`config.mk`:
```
export PLATFORM = sky130hd
export DESIGN_NAME = modbus_rtu_response_deframer
export DESIGN_NICKNAME = d
export VERILOG_FILES = /design/src/sv/mrd_pkg.sv /design/src/sv/mrd_crc_serial.sv /design/src/sv/mrd_word_mem.sv /design/src/sv/mrd_parser.sv /design/src/sv/modbus_rtu_response_deframer.sv
export SDC_FILE = /design/constraint.sdc
export NUM_CORES = 1
export LEC_CHECK = 0
export BUFFER_PORTS_ARGS = -buffer_cell sky130_fd_sc_hd__buf_2
export CORE_AREA = 2 2 320 290
export CTS_CLUSTER_SIZE = 28
export DETAILED_ROUTE_END_ITERATION = 8
export DIE_AREA = 0 0 322 292
export PLACE_DENSITY = 0.51
export SYNTH_ARGS = -nofsm -noshare
export SYNTH_HDL_FRONTEND = slang
export SYNTH_SLANG_ARGS = --single-unit
```
`constraint.sdc`:
```
create_clock -name clk -period 7.9 [get_ports clk]
set_input_delay 1.58 -clock clk [delete_from_list [all_inputs] [get_ports clk]]
set_output_delay 1.58 -clock clk [all_outputs]
set_load 0.05 [all_outputs]
```
`src/sv/mrd_pkg.sv`:
```
package mrd_pkg;

    typedef enum logic [2:0] {
        PH_ADDR,
        PH_FUNC,
        PH_LEN,
        PH_DATA,
        PH_CRCLO,
        PH_CRCHI,
        PH_BADADDR
    } phase_t;

    typedef enum logic [2:0] {
        SEQ_IDLE,
        SEQ_CRC,
        SEQ_DECIDE,
        SEQ_RD,
        SEQ_WORD,
        SEQ_STAT
    } seq_t;

    typedef enum logic [1:0] {
        RES_NONE,
        RES_STATUS,
        RES_BURST
    } res_t;

    typedef struct packed {
        logic load;
        logic preset;
    } crc_cmd_t;

    typedef struct packed {
        logic busy;
        logic zero;
    } crc_stat_t;

    localparam logic [15:0] CRC_PRESET = 16'hFFFF;
    localparam logic [15:0] CRC_POLY   = 16'hA001;

    localparam logic [7:0] FUNC_READ = 8'h03;
    localparam logic [7:0] FUNC_EXC  = 8'h83;

    localparam logic [2:0] ST_OK        = 3'd0;
    localparam logic [2:0] ST_BAD_CRC   = 3'd1;
    localparam logic [2:0] ST_EXCEPTION = 3'd2;
    localparam logic [2:0] ST_BAD_ADDR  = 3'd3;
    localparam logic [2:0] ST_BAD_FUNC  = 3'd4;
    localparam logic [2:0] ST_TRUNCATED = 3'd5;
    localparam logic [2:0] ST_OVERSIZE  = 3'd6;

    localparam logic KIND_WORD   = 1'b0;
    localparam logic KIND_STATUS = 1'b1;

    localparam logic [1:0] CFG_DEVICE_ADDRESS    = 2'd0;
    localparam logic [1:0] CFG_FRAMES_EXPECTED   = 2'd1;
    localparam logic [1:0] CFG_SIGNED_FRAME_MASK = 2'd2;

    localparam logic [7:0] DEVICE_ADDRESS_RESET    = 8'h01;
    localparam logic [3:0] FRAMES_EXPECTED_RESET   = 4'd3;
    localparam logic [7:0] SIGNED_FRAME_MASK_RESET = 8'h03;

endpackage

```
`src/sv/mrd_crc_serial.sv`:
```
module mrd_crc_serial
    import mrd_pkg::*;
(
    input  logic       clk,
    input  logic       rst_n,
    input  crc_cmd_t   cmd,
    input  logic [7:0] data,
    output crc_stat_t  stat
);

    logic [15:0] crc_reg;
    logic [15:0] crc_next;
    logic [3:0]  cnt_reg;
    logic [3:0]  cnt_next;

    always_comb
    begin
        crc_next = crc_reg;
        cnt_next = cnt_reg;
        if (cmd.load)
        begin
            crc_next = (cmd.preset ? CRC_PRESET : crc_reg) ^ {8'h00, data};
            cnt_next = 4'd8;
        end
        else if (cnt_reg != 4'd0)
        begin
            crc_next = crc_reg[0] ? ((crc_reg >> 1) ^ CRC_POLY) : (crc_reg >> 1);
            cnt_next = cnt_reg - 4'd1;
        end
    end

    always_ff @(posedge clk or negedge rst_n)
    begin
        if (!rst_n)
        begin
            crc_reg <= CRC_PRESET;
            cnt_reg <= 4'd0;
        end
        else
        begin
            crc_reg <= crc_next;
            cnt_reg <= cnt_next;
        end
    end

    assign stat.busy = (cnt_reg != 4'd0);
    assign stat.zero = (crc_reg == 16'h0000);

endmodule

```
`src/sv/mrd_word_mem.sv`:
```
module mrd_word_mem #(
    parameter int DEPTH = 32,
    parameter int AW    = 5
) (
    input  logic          clk,
    input  logic          wr_en,
    input  logic [AW-1:0] wr_addr,
    input  logic [15:0]   wr_data,
    input  logic          rd_en,
    input  logic [AW-1:0] rd_addr,
    output logic [15:0]   rd_data
);

    logic [15:0] mem [DEPTH];
    logic [15:0] rd_data_reg;

    always_ff @(posedge clk)
    begin
        if (wr_en)
        begin
            mem[wr_addr] <= wr_data;
        end
        if (rd_en)
        begin
            rd_data_reg <= mem[rd_addr];
        end
    end

    assign rd_data = rd_data_reg;

endmodule

```
`src/sv/mrd_parser.sv`:
```
module mrd_parser
    import mrd_pkg::*;
#(
    parameter int MAX_WORDS = 32,
    parameter int AW        = 5
) (
    input  logic          clk,
    input  logic          rst_n,
    input  logic          in_valid,
    output logic          in_stall,
    input  logic [7:0]    data_byte,
    input  logic          end_of_sample,
    input  logic [7:0]    device_address,
    input  logic [3:0]    frames_eff,
    input  logic [7:0]    signed_frame_mask,
    output crc_cmd_t      crc_cmd,
    output logic [7:0]    crc_data,
    input  crc_stat_t     crc_stat,
    output logic          mem_wr_en,
    output logic [AW-1:0] mem_wr_addr,
    output logic [15:0]   mem_wr_data,
    output logic          mem_rd_en,
    output logic [AW-1:0] mem_rd_addr,
    input  logic [15:0]   mem_rd_data,
    output logic          out_valid,
    input  logic          out_stall,
    output logic          kind,
    output logic [2:0]    frame_index,
    output logic [4:0]    word_index,
    output logic [15:0]   word_value,
    output logic          is_signed,
    output logic [2:0]    status,
    output logic          last
);

    seq_t        state_reg, state_next;
    phase_t      phase_reg, phase_next;
    logic [2:0]  frame_reg, frame_next;
    logic [7:0]  len_reg, len_next;
    logic [7:0]  bcnt_reg, bcnt_next;
    logic [7:0]  held_reg, held_next;
    logic        stopped_reg, stopped_next;
    logic [7:0]  hi_reg, hi_next;
    logic [7:0]  byte_reg, byte_next;
    logic        eos_reg, eos_next;
    logic [2:0]  emit_frame_reg, emit_frame_next;
    logic        emit_sign_reg, emit_sign_next;
    logic [6:0]  emit_total_reg, emit_total_next;
    logic [6:0]  emit_cnt_reg, emit_cnt_next;
    logic [2:0]  emit_status_reg, emit_status_next;

    logic        out_valid_reg, out_valid_next;
    logic        kind_reg, kind_next;
    logic [2:0]  frame_index_reg, frame_index_next;
    logic [4:0]  word_index_reg, word_index_next;
    logic [15:0] word_value_reg, word_value_next;
    logic        is_signed_reg, is_signed_next;
    logic [2:0]  status_reg, status_next;
    logic        last_reg, last_next;

    res_t        res_kind;
    logic        out_free;
    logic [7:0]  bcnt_inc;

    assign out_free = !out_valid_reg || !out_stall;
    assign bcnt_inc = bcnt_reg + 8'd1;

    always_comb
    begin
        state_next = state_reg;
        case (state_reg)
            SEQ_IDLE:
            begin
                if (in_valid)
                begin
                    state_next = SEQ_CRC;
                end
            end
            SEQ_CRC:
            begin
                if (!crc_stat.busy)
                begin
                    state_next = SEQ_DECIDE;
                end
            end
            SEQ_DECIDE:
            begin
                case (res_kind)
                    RES_STATUS: state_next = SEQ_STAT;
                    RES_BURST:  state_next = (len_reg[7:1] == 7'd0) ? SEQ_STAT : SEQ_RD;
                    default:    state_next = SEQ_IDLE;
                endcase
            end
            SEQ_RD:
            begin
                state_next = SEQ_WORD;
            end
            SEQ_WORD:
            begin
                if (out_free)
                begin
                    state_next = (emit_cnt_reg + 7'd1 == emit_total_reg) ? SEQ_STAT : SEQ_RD;
                end
            end
            SEQ_STAT:
            begin
                if (out_free)
                begin
                    state_next = SEQ_IDLE;
                end
            end
            default:
            begin
                state_next = SEQ_IDLE;
            end
        endcase
    end

    always_comb
    begin
        phase_next       = phase_reg;
        frame_next       = frame_reg;
        len_next         = len_reg;
        bcnt_next        = bcnt_reg;
        held_next        = held_reg;
        stopped_next     = stopped_reg;
        hi_next          = hi_reg;
        byte_next        = byte_reg;
        eos_next         = eos_reg;
        emit_frame_next  = emit_frame_reg;
        emit_sign_next   = emit_sign_reg;
        emit_total_next  = emit_total_reg;
        emit_cnt_next    = emit_cnt_reg;
        emit_status_next = emit_status_reg;

        out_valid_next   = out_valid_reg && out_stall;
        kind_next        = kind_reg;
        frame_index_next = frame_index_reg;
        word_index_next  = word_index_reg;
        word_value_next  = word_value_reg;
        is_signed_next   = is_signed_reg;
        status_next      = status_reg;
        last_next        = last_reg;

        res_kind       = RES_NONE;
        in_stall       = 1'b1;
        crc_cmd.load   = 1'b0;
        crc_cmd.preset = 1'b0;
        mem_wr_en      = 1'b0;
        mem_wr_addr    = bcnt_reg[AW:1];
        mem_wr_data    = {hi_reg, byte_reg};
        mem_rd_en      = 1'b0;

        case (state_reg)
            SEQ_IDLE:
            begin
                in_stall = 1'b0;
                if (in_valid)
                begin
                    byte_next      = data_byte;
                    eos_next       = end_of_sample;
                    crc_cmd.load   = 1'b1;
                    crc_cmd.preset = (phase_reg == PH_ADDR);
                end
            end
            SEQ_DECIDE:
            begin
                emit_frame_next = frame_reg;
                emit_sign_next  = signed_frame_mask[frame_reg];
                emit_total_next = len_reg[7:1];
                emit_cnt_next   = 7'd0;
                if (!stopped_reg && frames_eff != 4'd0)
                begin
                    case (phase_reg)
                        PH_ADDR:
                        begin
                            bcnt_next  = 8'd0;
                            phase_next = (byte_reg != device_address) ? PH_BADADDR : PH_FUNC;
                        end
                        PH_BADADDR:
                        begin
                            bcnt_next = bcnt_inc;
                            if (bcnt_inc >= 8'd2)
                            begin
                                res_kind         = RES_STATUS;
                                emit_status_next = ST_BAD_ADDR;
                                stopped_next     = 1'b1;
                            end
                        end
                        PH_FUNC:
                        begin
                            held_next  = byte_reg;
                            phase_next = PH_LEN;
                        end
                        PH_LEN:
                        begin
                            len_next  = byte_reg;
                            bcnt_next = 8'd0;
                            if (held_reg == FUNC_READ)
                            begin
                                if (byte_reg[7:1] > 7'(MAX_WORDS))
                                begin
                                    res_kind         = RES_STATUS;
                                    emit_status_next = ST_OVERSIZE;
                                    stopped_next     = 1'b1;
                                end
                                else
                                begin
                                    phase_next = (byte_reg != 8'd0) ? PH_DATA : PH_CRCLO;
                                end
                            end
                            else if (held_reg == FUNC_EXC)
                            begin
                                res_kind         = RES_STATUS;
                                emit_status_next = ST_EXCEPTION;
                                if ({1'b0, frame_reg} + 4'd1 >= frames_eff)
                                begin
                                    stopped_next = 1'b1;
                                end
                                else
                                begin
                                    frame_next = frame_reg + 3'd1;
                                end
                                phase_next = (byte_reg != 8'd0) ? PH_DATA : PH_CRCLO;
                            end
                            else
                            begin
                                res_kind         = RES_STATUS;
                                emit_status_next = ST_BAD_FUNC;
                                stopped_next     = 1'b1;
                            end
                        end
                        PH_DATA:
                        begin
                            if (held_reg == FUNC_READ)
                            begin
                                if (!bcnt_reg[0])
                                begin
                                    hi_next = byte_reg;
                                end
                                else if (bcnt_reg[7:1] < 7'(MAX_WORDS))
                                begin
                                    mem_wr_en = 1'b1;
                                end
                            end
                            bcnt_next = bcnt_inc;
                            if (bcnt_inc >= len_reg)
                            begin
                                phase_next = PH_CRCLO;
                            end
                        end
                        PH_CRCLO:
                        begin
                            phase_next = PH_CRCHI;
                        end
                        PH_CRCHI:
                        begin
                            if (held_reg == FUNC_READ)
                            begin
                                if (crc_stat.zero)
                                begin
                                    res_kind         = RES_BURST;
                                    emit_status_next = ST_OK;
                                end
                                else
                                begin
                                    res_kind         = RES_STATUS;
                                    emit_status_next = ST_BAD_CRC;
                                end
                                if ({1'b0, frame_reg} + 4'd1 >= frames_eff)
                                begin
                                    stopped_next = 1'b1;
                                end
                                else
                                begin
                                    frame_next = frame_reg + 3'd1;
                                end
                            end
                            phase_next = PH_ADDR;
                        end
                        default:
                        begin
                            phase_next = PH_ADDR;
                        end
                    endcase
                end
                if (eos_reg)
                begin
                    if (!stopped_next && held_next == FUNC_READ &&
                        (phase_next inside {PH_DATA, PH_CRCLO, PH_CRCHI}))
                    begin
                        res_kind         = RES_STATUS;
                        emit_status_next = ST_TRUNCATED;
                    end
                    phase_next   = PH_ADDR;
                    frame_next   = 3'd0;
                    len_next     = 8'd0;
                    bcnt_next    = 8'd0;
                    held_next    = 8'd0;
                    stopped_next = 1'b0;
                end
            end
            SEQ_RD:
            begin
                mem_rd_en = 1'b1;
            end
            SEQ_WORD:
            begin
                if (out_free)
                begin
                    out_valid_next   = 1'b1;
                    kind_next        = KIND_WORD;
                    frame_index_next = emit_frame_reg;
                    word_index_next  = 5'(emit_cnt_reg);
                    word_value_next  = mem_rd_data;
                    is_signed_next   = emit_sign_reg;
                    status_next      = ST_OK;
                    last_next        = 1'b0;
                    emit_cnt_next    = emit_cnt_reg + 7'd1;
                end
            end
            SEQ_STAT:
            begin
                if (out_free)
                begin
                    out_valid_next   = 1'b1;
                    kind_next        = KIND_STATUS;
                    frame_index_next = emit_frame_reg;
                    word_index_next  = 5'd0;
                    word_value_next  = 16'h0000;
                    is_signed_next   = 1'b0;
                    status_next      = emit_status_reg;
                    last_next        = 1'b1;
                end
            end
            default:
            begin
                in_stall = 1'b1;
            end
        endcase
    end

    always_ff @(posedge clk or negedge rst_n)
    begin
        if (!rst_n)
        begin
            state_reg     <= SEQ_IDLE;
            phase_reg     <= PH_ADDR;
            frame_reg     <= 3'd0;
            len_reg       <= 8'd0;
            bcnt_reg      <= 8'd0;
            held_reg      <= 8'd0;
            stopped_reg   <= 1'b0;
            emit_cnt_reg  <= 7'd0;
            out_valid_reg <= 1'b0;
        end
        else
        begin
            state_reg     <= state_next;
            phase_reg     <= phase_next;
            frame_reg     <= frame_next;
            len_reg       <= len_next;
            bcnt_reg      <= bcnt_next;
            held_reg      <= held_next;
            stopped_reg   <= stopped_next;
            emit_cnt_reg  <= emit_cnt_next;
            out_valid_reg <= out_valid_next;
        end
    end

    always_ff @(posedge clk)
    begin
        hi_reg          <= hi_next;
        byte_reg        <= byte_next;
        eos_reg         <= eos_next;
        emit_frame_reg  <= emit_frame_next;
        emit_sign_reg   <= emit_sign_next;
        emit_total_reg  <= emit_total_next;
        emit_status_reg <= emit_status_next;
        kind_reg        <= kind_next;
        frame_index_reg <= frame_index_next;
        word_index_reg  <= word_index_next;
        word_value_reg  <= word_value_next;
        is_signed_reg   <= is_signed_next;
        status_reg      <= status_next;
        last_reg        <= last_next;
    end

    assign crc_data    = data_byte;
    assign mem_rd_addr = emit_cnt_reg[AW-1:0];

    assign out_valid   = out_valid_reg;
    assign kind        = kind_reg;
    assign frame_index = frame_index_reg;
    assign word_index  = word_index_reg;
    assign word_value  = word_value_reg;
    assign is_signed   = is_signed_reg;
    assign status      = status_reg;
    assign last        = last_reg;

`ifndef SYNTHESIS
    a_accept_starts_crc: assert property (@(posedge clk) disable iff (!rst_n)
        (in_valid && !in_stall) |=> (state_reg == SEQ_CRC && crc_stat.busy))
        else $error("accepted item did not start the CRC pass");

    a_stopped_is_quiet: assert property (@(posedge clk) disable iff (!rst_n)
        (state_reg == SEQ_DECIDE && stopped_reg) |=> (state_reg == SEQ_IDLE))
        else $error("stopped parser produced a result");

    a_word_not_last: assert property (@(posedge clk) disable iff (!rst_n)
        (out_valid_reg && kind_reg == KIND_WORD) |-> (!last_reg && status_reg == ST_OK))
        else $error("word item marked last or carries a status");

    a_emit_bound: assert property (@(posedge clk) disable iff (!rst_n)
        emit_cnt_reg <= 7'(MAX_WORDS))
        else $error("word emission ran past the buffer");
`endif

endmodule

```
`src/sv/modbus_rtu_response_deframer.sv`:
```
// Deframer for back-to-back Modbus RTU read-holding-register replies in one raw sample.
// The input channel (in_valid, in_stall) carries one sample byte per item, with
// end_of_sample set on the last byte. The output channel (out_valid, out_stall)
// carries register words and frame status items; last marks the final result of a byte.
// The configuration channel (cfg_valid, cfg_ready, cfg_index, cfg_data) writes the
// device address, the frame count and the signed frame mask; it is always ready.
// Each accepted byte runs through a bit-serial CRC-16 unit, so a byte that causes no
// result passes the CRC and decide states before the next byte is accepted.
// A status item adds the status state, which loads it into the result register.
// A good frame's N words are each read from the word buffer in a read state and then
// loaded into the result register in a word state, followed by its status item.
// The result register lets the next byte be accepted while the final result of the
// previous byte still waits; while out_stall is high the result holds and, once the
// block needs the result register again, in_stall stays high.
// Reset returns the parser to wait for an address byte and restores the register
// defaults (address 1, three frames, mask 3). The word buffer is not cleared.
module modbus_rtu_response_deframer
    import mrd_pkg::*;
#(
    parameter int MAX_WORDS  = 32,
    parameter int MAX_FRAMES = 8
) (
    input  logic        clk,
    input  logic        rst_n,
    input  logic        in_valid,
    output logic        in_stall,
    input  logic [7:0]  data_byte,
    input  logic        end_of_sample,
    output logic        out_valid,
    input  logic        out_stall,
    output logic        kind,
    output logic [2:0]  frame_index,
    output logic [4:0]  word_index,
    output logic [15:0] word_value,
    output logic        is_signed,
    output logic [2:0]  status,
    output logic        last,
    input  logic        cfg_valid,
    output logic        cfg_ready,
    input  logic [1:0]  cfg_index,
    input  logic [7:0]  cfg_data
);

    localparam int AW = (MAX_WORDS > 1) ? $clog2(MAX_WORDS) : 1;

    logic [7:0] device_address_reg, device_address_next;
    logic [3:0] frames_expected_reg, frames_expected_next;
    logic [7:0] signed_frame_mask_reg, signed_frame_mask_next;
    logic [3:0] frames_eff;

    crc_cmd_t      crc_cmd;
    crc_stat_t     crc_stat;
    logic [7:0]    crc_data;
    logic          mem_wr_en;
    logic [AW-1:0] mem_wr_addr;
    logic [15:0]   mem_wr_data;
    logic          mem_rd_en;
    logic [AW-1:0] mem_rd_addr;
    logic [15:0]   mem_rd_data;

    assign cfg_ready = 1'b1;

    always_comb
    begin
        device_address_next    = device_address_reg;
        frames_expected_next   = frames_expected_reg;
        signed_frame_mask_next = signed_frame_mask_reg;
        if (cfg_valid)
        begin
            case (cfg_index)
                CFG_DEVICE_ADDRESS:    device_address_next    = cfg_data;
                CFG_FRAMES_EXPECTED:   frames_expected_next   = cfg_data[3:0];
                CFG_SIGNED_FRAME_MASK: signed_frame_mask_next = cfg_data;
                default:               device_address_next    = device_address_reg;
            endcase
        end
    end

    always_ff @(posedge clk or negedge rst_n)
    begin
        if (!rst_n)
        begin
            device_address_reg    <= DEVICE_ADDRESS_RESET;
            frames_expected_reg   <= FRAMES_EXPECTED_RESET;
            signed_frame_mask_reg <= SIGNED_FRAME_MASK_RESET;
        end
        else
        begin
            device_address_reg    <= device_address_next;
            frames_expected_reg   <= frames_expected_next;
            signed_frame_mask_reg <= signed_frame_mask_next;
        end
    end

    assign frames_eff = (frames_expected_reg > 4'(MAX_FRAMES)) ? 4'(MAX_FRAMES)
                                                               : frames_expected_reg;

    mrd_crc_serial u_crc (
        .clk   (clk),
        .rst_n (rst_n),
        .cmd   (crc_cmd),
        .data  (crc_data),
        .stat  (crc_stat)
    );

    mrd_word_mem #(
        .DEPTH (MAX_WORDS),
        .AW    (AW)
    ) u_mem (
        .clk     (clk),
        .wr_en   (mem_wr_en),
        .wr_addr (mem_wr_addr),
        .wr_data (mem_wr_data),
        .rd_en   (mem_rd_en),
        .rd_addr (mem_rd_addr),
        .rd_data (mem_rd_data)
    );

    mrd_parser #(
        .MAX_WORDS (MAX_WORDS),
        .AW        (AW)
    ) u_parser (
        .clk               (clk),
        .rst_n             (rst_n),
        .in_valid          (in_valid),
        .in_stall          (in_stall),
        .data_byte         (data_byte),
        .end_of_sample     (end_of_sample),
        .device_address    (device_address_reg),
        .frames_eff        (frames_eff),
        .signed_frame_mask (signed_frame_mask_reg),
        .crc_cmd           (crc_cmd),
        .crc_data          (crc_data),
        .crc_stat          (crc_stat),
        .mem_wr_en         (mem_wr_en),
        .mem_wr_addr       (mem_wr_addr),
        .mem_wr_data       (mem_wr_data),
        .mem_rd_en         (mem_rd_en),
        .mem_rd_addr       (mem_rd_addr),
        .mem_rd_data       (mem_rd_data),
        .out_valid         (out_valid),
        .out_stall         (out_stall),
        .kind              (kind),
        .frame_index       (frame_index),
        .word_index        (word_index),
        .word_value        (word_value),
        .is_signed         (is_signed),
        .status            (status),
        .last              (last)
    );

endmodule
```
==> results of run 1 <==
==> worst min path at each step <==
stage,from,endpoint,slack [ns],cells past startpoint
after global routing,u_parser.emit_frame_reg[0],u_parser.frame_index[0],0.43,0
after detailed placement,u_parser.emit_frame_reg[0],u_parser.frame_index[0],0.41,0
after CTS,u_parser.emit_frame_reg[0],u_parser.frame_index[0],0.43,0
final,u_parser.emit_frame_reg[0],u_parser.frame_index[0],0.43,0
after global placement,u_parser.emit_frame_reg[2],u_parser.frame_index[2],0.41,0
after floorplan,u_parser.emit_frame_reg[0],u_parser.frame_index[0],0.40,0
==> cells by family after synthesis <==
logic type | Yosys count | share of synthesized area (%)
AOI/OAI and AO/OA | 153 | 3.78
xor gates and xnor gates | 32 | 1.04
adders and majority gates | 21 | 0.972
buffers and inverters | 102 | 1.62
DFF | 670 | 73.0
muxes | 207 | 15.4
other | 1 | 0.0139
and+or+nand+nor | 223 | 4.19
==> worst register-to-register path, delay by kind of cell (launching register included) <==
kind                   cells  cell delay, ns
buffers and inverters      2            0.38
DFF                        1            0.47
and+or+nand+nor            6            3.33
==> layout by cell type, fill, tap and decap left out, drive strengths merged, types with 3 or more instances in the layout <==
| cell type | synthesis | final |
|---|---|---|
| o31ai | 6 | 6 |
| nand2b | 7 | 7 |
| and2 | 5 | 5 |
| nor4 | 9 | 9 |
| dfrtp | 61 | 61 |
| buf | 25 | 84 |
| or2 | 8 | 8 |
| clkbuf | 39 | 86 |
| nor2b | 27 | 27 |
| or3 | 8 | 8 |
| nand2 | 40 | 40 |
| nor3 | 11 | 11 |
| ha | 21 | 21 |
| nor2 | 63 | 63 |
| clkinv | 0 | 26 |
| edfxtp | 588 | 588 |
| xor2 | 12 | 12 |
| nand4 | 7 | 7 |
| nand3 | 19 | 19 |
| o22a | 4 | 4 |
| o41ai | 3 | 3 |
| a22o | 18 | 18 |
| a21boi | 4 | 4 |
| a21oi | 29 | 29 |
| mux4 | 162 | 162 |
| nand3b | 8 | 8 |
| o311ai | 3 | 3 |
| bufinv | 0 | 6 |
| a211oi | 3 | 3 |
| o21ai | 50 | 50 |
| mux2i | 6 | 6 |
| inv | 38 | 42 |
| dfstp | 21 | 21 |
| o22ai | 12 | 12 |
| xnor2 | 20 | 20 |
| mux2 | 39 | 39 |
| and3 | 5 | 5 |
==> routing by layer <==
layer / global-route usage (%) / vias to the layer above
met5: 0 / -
met4: 3.44 / 0
met3: 2.59 / 84
met2: 20.8 / 409
met1: 21.8 / 7131
li1: - / 5883
==> per-stage QoR <==
step / std cells / instance area [sq um] / hold WS (ns)
2_1_floorplan: 1409 / 27000 / 0.400
3_3_place_gp: 2606 / 28800 / 0.407
3_5_place_dp: 2606 / 28800 / 0.413
4_1_cts: 2730 / 31000 / 0.428
5_1_grt: 2730 / 31000 / 0.427
6_report: 2730 / 31000 / 0.427
==> final cells by class <==
type	instances	area, sq um
multi-input combinational	637	6940
sequential	670	19700
clock buffer	86	1860
fill	8519	59600
inverter	38	143
timing repair buffer	84	495
clock inverter	38	362
tap	1177	1470
==> power groups by stage <==
stage	registers, W	logic, W	clock network [W]
floorplan	0.00436	0.00127	0
global placement	0.00438	0.00186	0
detailed placement	0.00439	0.00188	0
CTS	0.00432	0.00189	0.00332
global route	0.00434	0.00201	0.00345
finish	0.00432	0.00186	0.00323
==> cells in the mapped netlist, drive strengths merged, types with 3 or more instances <==
cell type and number:
o31ai 6, and3 5, nand3 19, xnor2 20, nor2 63, dfstp 21, o41ai 3, a211oi 3
clkbuf 39, xor2 12, nor3 11, nand2 40, and2 5, dfrtp 61, mux2 39, a21boi 4
nand4 7, buf 25, edfxtp 588, ha 21, o22ai 12, a22o 18, inv 38, a21oi 29
nor2b 27, mux4 162, or2 8, nand3b 8, nor4 9, o21ai 50, o311ai 3, nand2b 7
mux2i 6, o22a 4, or3 8
==> reports/metrics.yaml, run 1 <==
critPathArrivalTime_ns: 4.78
post_drt_wl_per_cell_microns: 24.3
ir_drop_mv: 0.199
max_cap_viol_count: 0
rsz0062_at_grt: "false"
drc: 0
syn2layout_area_growth_pct: 14.8
power.share.clock_pct: 34.3
crit_required_ns: 8.11
status: "finished clean"
dr.pass1.iters: 4
switching_share_pct: 28.0
r2r_start: "u_parser.state_reg[0]"
grt_max_degree: 60
p_switching_w: 0.00264
overflow: 0
route.met2.wl_microns: 29200
critPathMaxFanout: 16
initial_core_util_pct: 29.8
cts_made_buffers: 69
crit_type: "reg2reg"
rrSetupSlack_ns: 3.33
routabilityCongestion: 0.858
hold_buffers: 0
grt_pass1_vias: 13800
synth_top_area_cell: "edfxtp_1"
p_int_w: 0.00678
finalSetupTns_ns: 0
min_path_type: "reg2reg"
fmax_mhz: 219
io_pins: 57
postLayoutCoreUtil_pct: 34.2
nets: 1545
cts_tree: "done"
p_leak_nw: 9.93
timing.final.ws_setup_ns: 3.33
cts.clk_slew.worst_paths_ns: 0.06
synth_flop_cell: "edfxtp_1"
hold_viol_final: 0
cp_slowest_cell: "nor2_2"
crit_cells: 8
min_period_ns: 4.57
largest_register_ffs: 512
ys_ff_latch: 670
num_vias: 13500
maxSlewHeadroom_pct: 14.4
die_area_sq_um: 94000
die-width_microns: 322
max_flop_register: "u_mem.mem"
r2r_end: "u_mem.mem[9][13]"
finClkSkew_ns: 0.0283
power_density_nw_per_um2: 303
antenna_cells: 0
viasPerCell: 4.95
cts-root-buf: "clkbuf_16"
portBuffers: 55
slowest_delay_ns: 1.04
drt_wl_total_microns: 66400
cp_num_buf_inv: 2
crit_path_start_kind: "flop"
top_layer_used: "met4"
crit_top_cell: "inv_1"
ant_nets: 0
row_count: 105
rr_worst_depth: 8
drt-met1-wl_microns: 32400
synth_top_area_share_pct: 65.3
drive_above_1_share_pct: 29.4
tightest_slew_ns: 1.28
syn_nets: 1454
power.total_w: 0.00941
place_ws_ns: 3.32
die_h_microns: 292
post_cts_resized: 0
htreeDepth: 3
coreArea_sq_um: 90600
syn_area_per_cell_sq_um: 19.2
async_flop_share_pct: 12.2
cts.sinks: 670
end_kind: "flop"
pwr-share-comb_pct: 19.8
crit_family: "simple AND/OR/NAND/NOR gates"
yosysSeqAreaShare_pct: 73.0
critPathLaunch: "u_parser.state_reg[0]"
clk_path_buf_depth: 3
synth_warnings: 0
drv_slew: 0
critical_path.endpoint: "u_mem.mem[9][13]"
netlist_area_sq_um: 27000
synthCells: 1409
yosysUniqueCellTypes: 66
met3WireLength_microns: 3400
clkLatencyLatePin_ns: 0.61
drt_iter0_markers: 1360
seqPwrFrac_pct: 45.9
post-route-period-util_pct: 57.8
grt_pass1_wl_microns: 98100
synth_edf_count: 588
dp_hpwl_microns: 41300
antenna_found_initial: 5
synth_area_leaders: "edfxtp_1 65%, mux4_2 14%, dfrtp_1 5.6%, dfstp_2 2.0%, mux2_2 1.6%"
path_cells: "inv_1 > nand3_1 > inv_1 > or3b_2 > nor4_1 > and3_1 > nand3b_1 > nor2_2"
setup_viol_count_final: 0
postCtsSetupRepairBufs: 0
grt_usage_pct: 14.2
Power figures use the tool's default switching activity.
==> run 2: changes to the inputs <==
==> constraint.sdc (replaced) <==
create_clock -name clk -period 4.5 [get_ports clk]
set_input_delay 0.9 -clock clk [delete_from_list [all_inputs] [get_ports clk]]
set_output_delay 0.9 -clock clk [all_outputs]
set_load 0.05 [all_outputs]
==> run 2 against run 1 <==
  * Final area is 0.73% higher
  * Clock skew is 0.0043 ns lower
  * Register-to-register slack worse by 2.7 ns
  * Sequential power is 76% higher
  * Core utilization is 0.25 points higher
  * Highest routed layer is now met5
  * Global-route usage is 0.79 points lower
  * Critical endpoint is now u_parser.state_reg[2]
  * Sequential share of layout area is 0.46 points lower
  * First-iteration DRC count is 17% lower
  * Maximum frequency is 17% higher
  * Setup slack worse by 2.7 ns
==> reports/metrics.yaml, run 2 (same netlist as run 1, synthesis figures left out) <==
status: "finished clean"
crit_type: "reg2reg"
cts-root-buf: "clkbuf_16"
drt_iter0_markers: 1132  # -17%
maxSlewHeadroom_pct: 24.4  # +10 points
fin_area_sq_um: 31200  # +0.73%
drive_above_1_share_pct: 30.7  # +1.4 points
portBuffers: 55  # unchanged
layout_common_cells: "588 x edfxtp_1, 162 x mux4_2, 72 x clkbuf_16, 61 x buf_4, 57 x dfrtp_1"
crit_family: "compound AO/OA/AOI/OAI gates"
die_area_sq_um: 94000  # unchanged
grt_usage_pct: 13.4  # -0.79 points
drt_wl_total_microns: 62600  # -5.6%
place_ws_ns: 0.418  # -2.90 ns
min_path_type: "reg2reg"
dp_hpwl_microns: 37200  # -10%
cts_tree: "done"
finalSetupTns_ns: 0  # unchanged
min_period_ns: 3.90  # -0.666 ns
post_drt_wl_per_cell_microns: 22.7  # -6.8%
dr.pass1.iters: 5  # +1
crit_path_start_kind: "flop"
final_common_cell: "edfxtp_1"
crit_required_ns: 5.02  # -3.09 ns
end_kind: "flop"
tightest_slew_ns: 1.13  # -0.150 ns
post-route-period-util_pct: 86.7  # +29 points
grt_pass1_vias: 14100  # +2.0%
die-width_microns: 322  # unchanged
timing.final.ws_setup_ns: 0.598  # -2.73 ns
grt_pass1_wl_microns: 93200  # -5.0%
p_leak_nw: 10.1  # +1.7%
placed_cell_area_sq_um: 29100  # +1.1%
crit_top_cell: "ha_1"
routabilityCongestion: 0.856  # -0.22%
viasPerCell: 4.93  # -0.28%
ant_nets: 0  # unchanged
clk_path_buf_depth: 3  # unchanged
postCtsSetupRepairBufs: 0  # unchanged
ir_drop_mv: 0.342  # +72%
n_fill_cell: 8543  # +0.28%
grt_max_degree: 83  # +38%
path_cells: "nand3_1 > nor2_1 > xnor2_1 > ha_1 > a21oi_1 > o211a_1 > o21ai_0 > o311ai_1 > mux2i_1 > a21o_1 > ha_1 > o311ai_0 > o2bb2ai_1"
max_cap_viol_count: 0  # unchanged
cts_made_buffers: 68  # -1.4%
critPathMaxFanout: 12  # -4
critPathArrivalTime_ns: 4.43  # -0.35 ns
rsz0062_at_grt: "false"
syn2layout_area_growth_pct: 15.6
drc: 0  # unchanged
hold_viol_final: 0  # unchanged
htreeDepth: 3  # unchanged
fmax_mhz: 256  # +17%
io_pins: 57  # unchanged
die_h_microns: 292  # unchanged
nets: 1579  # +2.2%
largest_register_ffs: 512  # unchanged
max_flop_register: "u_mem.mem"
timing.hold.ws_ns: 0.420  # -0.00722 ns
antenna_found_initial: 1  # -4
drv_slew: 0  # unchanged
setup_viol_count_final: 0  # unchanged
cts.clk_slew.worst_paths_ns: 0.07  # about the same
num_vias: 13600  # +0.96%
antenna_cells: 0  # unchanged
row_count: 105  # unchanged
coreArea_sq_um: 90600  # unchanged
cp_num_buf_inv: 0  # -2
clkLatencyLatePin_ns: 0.62  # about the same
power.total_w: 0.0161  # +71%
cp_slowest_cell: "dfrtp_1"
power_density_nw_per_um2: 515  # +70%
finClkSkew_ns: 0.0240  # -0.00433 ns
cts.sinks: 670  # unchanged
initial_core_util_pct: 29.8  # unchanged
slowest_delay_ns: 0.54  # -0.50 ns
overflow: 0  # unchanged
[run 2: cell count changes in the layout (fill, tap and decap cells not counted), moves of 2 or more]
cell / before / now
buf_12: 0 / 4
buf_4: 30 / 61
bufinv_16: 6 / 3
clkinv_1: 14 / 16
clkinv_2: 9 / 11
inv_6: 4 / 2
[run 2: report_power, final]
part,internal [W],switching (W)
clock,0.00310,0.00235
combinational,0.00141,0.00163
sequential,0.00722,0.000363
total,0.0117,0.00435
[run 2: repair_timing]
| item | in CTS | in global routing |
|---|---|---|
| resized for setup | 0 | 1 |
| setup endpoints to repair | 0 | 1 |
| hold buffers | 0 | 0 |
[run 2: cell type report]
type	instances	area (sq um)	area share [%]
well taps	1177	1470	4.71
inverters	38	143	0.456
clock buffers	85	1850	5.92
multi-input cells	637	6940	22.2
clock inverters	38	289	0.925
flip-flops and latches	670	19700	63.2
repair buffers	119	808	2.59
[run 2: routing by layer]
layer  wire, microns  share of wire [%]  GRT usage [%]  up-vias
li1                -                  -              -     5955
met1           29100                 46           19.3     7242
met2           29100                 46           20.9      345
met3            2990                4.8           2.45       93
met4            1430                2.3           3.85        2
met5              15              0.024              0        -
[run 2: through the flow]
step	cells	utilization, %
finish	2764	34.5
global route	2764	34.5
CTS	2764	34.5
detailed placement	2641	32.1
global placement	2641	32.1
floorplan	1409	-
[run 2: path summary, 6_finish.rpt]
kind,cells after the start,start,slack (ns),to
setup / recovery,13,u_parser.bcnt_reg[4],0.60,u_parser.state_reg[2]
hold / removal,0,u_parser.emit_frame_reg[2],0.42,u_parser.frame_index[2]
setup reg to reg,13,u_parser.bcnt_reg[4],0.60,u_parser.state_reg[2]
hold reg to reg,0,u_parser.emit_frame_reg[2],0.42,u_parser.frame_index[2]
max in group asynchronous,1,rst_n,3.14,u_parser.emit_cnt_reg[0]
min in group asynchronous,1,rst_n,0.51,u_parser.stopped_reg
[run 2: worst register-to-register path: stages, from the launching register on]
cell       delay [ns]
dfrtp_1          0.54
nand3_1          0.33
nor2_1           0.28
xnor2_1          0.16
ha_1             0.29
a21oi_1          0.19
o211a_1          0.16
o21ai_0          0.12
o311ai_1         0.52
mux2i_1          0.35
a21o_1           0.15
ha_1             0.23
o311ai_0         0.35
o2bb2ai_1        0.16
==> run 3: changes to the inputs <==
--- a/config.mk
+++ b/config.mk
@@ -5,11 +5,12 @@
 export SDC_FILE = /design/constraint.sdc
 export NUM_CORES = 1
 export LEC_CHECK = 0
+export ABC_AREA = 1
 export BUFFER_PORTS_ARGS = -buffer_cell sky130_fd_sc_hd__buf_2
-export CORE_AREA = 2 2 320 290
+export CORE_AREA = 2 2 324 294
 export CTS_CLUSTER_SIZE = 28
 export DETAILED_ROUTE_END_ITERATION = 8
-export DIE_AREA = 0 0 322 292
+export DIE_AREA = 0 0 326 296
 export PLACE_DENSITY = 0.51
 export SYNTH_ARGS = -nofsm -noshare
 export SYNTH_HDL_FRONTEND = slang
==> run 3 against run 2 <==
  * Cell count grew 37%
  * Combinational power rose by 16%
  * Count of clock-buffer cells in the layout grew 4
  * Critical path depth shrank 4
  * Sequential share of layout area down 1.6 points
  * Power grew 4.3%
  * Clock skew increased by 0.0053 ns
  * Register-to-register slack gained 0.42 ns
  * Core utilization is 0.19 points lower
  * Non-clock buffer count is 16 higher
  * Synthesized cell count increased by 70%
  * Maximum frequency rose by 12%
  * Critical endpoint is now u_mem.mem[9][1]
==> reports/metrics.yaml, run 3 <==
maxSlewHeadroom_pct: 28.8  # +4.5 points
p_int_w: 0.0115  # -1.8%
netlist_area_sq_um: 27800  # +2.8%
hold_viol_final: 0  # unchanged
synth.most_common_cell: "edfxtp_1"
dp_hpwl_microns: 47500  # +28%
setup_viol_count_final: 0  # unchanged
antenna_found_initial: 6  # +5
power_density_nw_per_um2: 523  # +1.6%
crit_path_start_kind: "flop"
syn_nets: 2445  # +68%
coreArea_sq_um: 93600  # +3.2%
grt_pass1_vias: 18100  # +28%
largest_register_ffs: 512  # unchanged
multi_input_area_sq_um: 6990  # +0.69%
final-seq-area_sq_um: 19700  # about the same
finClkSkew_ns: 0.0293  # +0.00534 ns
syn_area_per_cell_sq_um: 11.6  # -40%
end_kind: "flop"
overflow: 0  # unchanged
max_flop_register: "u_mem.mem"
layout_common_cells: "588 x edfxtp_1, 408 x nor2_1, 374 x o21ai_0, 295 x nand2_1, 172 x o22ai_1"
rrSetupSlack_ns: 1.02  # +0.42 ns
grt_pass1_wl_microns: 115000  # +23%
r2r_end: "u_mem.mem[9][1]"
rsz0062_at_grt: "false"
die_h_microns: 296  # +1.4%
yosysSeqAreaShare_pct: 71.0  # -2.0 points
post_drt_wl_per_cell_microns: 20.5  # -9.5%
synth_common_cells: "588 x edfxtp_1, 409 x nor2_1, 374 x o21ai_0, 295 x nand2_1, 172 x o22ai_1"
clkLatencyLatePin_ns: 0.64  # +0.02 ns
max_cap_viol_count: 0  # unchanged
cts.sinks: 670  # unchanged
cts_tree: "done"
n_fill_cell: 9214  # +7.9%
crit_required_ns: 4.81  # -0.21 ns
cts.clk_slew.worst_paths_ns: 0.06  # about the same
drt_wl_total_microns: 77700  # +24%
pwr-share-comb_pct: 21.0  # +2.1 points
min_path_type: "in2async"
fmax_mhz: 287  # +12%
num_vias: 18800  # +38%
critPathMaxFanout: 14  # +2
drc: 0  # unchanged
status: "finished clean"
power.share.clock_pct: 34.2  # +0.3 points
finalSetupTns_ns: 0  # unchanged
post-route-period-util_pct: 77.4  # -9.3 points
initial_core_util_pct: 29.7  # -0.12 points
post_cts_resized: 0  # unchanged
nets: 2525  # +60%
drive_above_1_share_pct: 11.4  # -19 points
drt_iter0_markers: 1883  # +66%
p_switching_w: 0.00525  # +21%
syn2layout_area_growth_pct: 15.5
seqPwrFrac_pct: 44.7  # -2.5 points
grt_usage_pct: 15.8  # +2.3 points
ant_nets: 0  # unchanged
drv_slew: 0  # unchanged
tightest_slew_ns: 1.06  # -0.0737 ns
io_pins: 57  # unchanged
grt_max_degree: 133  # +60%
synth_top_area_share_pct: 63.6  # -1.8 points
routabilityCongestion: 0.906  # +5.8%
clk_path_buf_depth: 3  # unchanged
synth_top_area_cell: "edfxtp_1"
async_flop_share_pct: 12.2  # unchanged
r2r_start: "frames_expected_reg[1]"
dr.pass1.iters: 6  # +1
final_common_cell: "edfxtp_1"
cts-root-buf: "clkbuf_16"
hold_buffers: 0  # unchanged
ys_ff_latch: 670  # unchanged
critPathLaunch: "frames_expected_reg[1]"
rr_worst_depth: 9  # -4
cts_made_buffers: 71  # +4.4%
portBuffers: 55  # unchanged
die-width_microns: 326  # +1.2%
synth_flop_cell: "edfxtp_1"
placed_cell_area_sq_um: 29800  # +2.4%
critical_path.endpoint: "u_mem.mem[9][1]"
switching_share_pct: 31.3  # +4.3 points
crit_type: "reg2reg"
htreeDepth: 3  # unchanged
die_area_sq_um: 96500  # +2.6%
postLayoutCoreUtil_pct: 34.3  # -0.19 points
synth_area_leaders: "edfxtp_1 64%, o21ai_0 6.7%, nor2_1 5.5%, dfrtp_1 5.5%, nand2_1 4.0%"
row_count: 107  # +1.9%
fin_area_sq_um: 32100  # +2.7%
ir_drop_mv: 0.246  # -28%
synthCells: 2400  # +70%
yosysUniqueCellTypes: 40  # -39%
synth_edf_count: 588  # unchanged
postCtsSetupRepairBufs: 0  # unchanged
viasPerCell: 4.97  # +0.71%
synth_warnings: 0  # unchanged
p_leak_nw: 11.5  # +14%
min_period_ns: 3.48  # -0.418 ns
critPathArrivalTime_ns: 3.79  # -0.64 ns
-- run 3: through the flow --
stage | worst slack, ns | power [W] | hold slack, ns | instances
final | 1.02 | 0.0168 | 0.286 | 3790
after global routing | 0.680 | 0.0175 | 0.316 | 3789
after CTS | 1.08 | 0.0169 | 0.263 | 3789
after detailed placement | 1.13 | 0.0112 | 0.438 | 3660
after floorplan | 1.58 | 0.00985 | 0.400 | 2400
after global placement | 1.13 | 0.0111 | 0.419 | 3660
-- run 3: worst min-delay path by stage --
stage / startpoint / endpoint / depth (start not counted)
final: rst_n / signed_frame_mask_reg[3] / 1
after global routing: rst_n / u_parser.emit_cnt_reg[4] / 1
after CTS: rst_n / u_parser.emit_cnt_reg[4] / 1
after detailed placement: u_parser.len_reg[7] / u_parser.emit_total_reg[6] / 0
after global placement: u_parser.emit_frame_reg[2] / u_parser.frame_index[2] / 0
after floorplan: u_parser.emit_frame_reg[0] / u_parser.frame_index[0] / 0
-- run 3: kinds of logic after synthesis --
family / share of synthesized area (%)
adder cells (fa/ha/maj): 0.946
AND/OR/NAND/NOR: 11.6
flip-flops: 71.0
other: 0.0135
buffers and inverters: 3.89
AO/OA/AOI/OAI: 12.1
XOR/XNOR: 0.441
-- run 3: critical path, cell delays in order, from the launching register on --
cell and delay [ns]:
dfstp_2 0.54, inv_1 0.04, nand3_1 0.07, nand2_1 0.33, nor2_2 0.28, nand3_1 0.21, nor4_4 0.32, nand3_1 0.73
nor2_1 0.37, buf_4 0.26
-- run 3: routing by layer --
metal	up-vias	GRT usage (%)	part of all wire, %
met5	-	0	0.030
met1	9337	22.7	46
li1	8749	-	-
met4	4	5.33	2.9
met2	614	24.1	44
met3	127	2.76	6.5
-- run 3: power by group through the flow --
stage	Clock, W	Combinational [W]	Sequential, W
final	0.00574	0.00353	0.00750
after global routing	0.00608	0.00391	0.00754
after CTS	0.00585	0.00354	0.00750
after detailed placement	0	0.00353	0.00763
after global placement	0	0.00350	0.00762
after floorplan	0	0.00215	0.00770
-- run 3: layout make-up --
class                      instances  share of cell area, %
inverter                         151                   1.79
clock buffer                      89                   5.94
multi-input combinational       1451                   21.8
tap                             1253                   4.89
clock inverter                    40                   1.10
timing repair buffer             135                   2.93
antenna                            1                0.00780
sequential                       670                   61.6
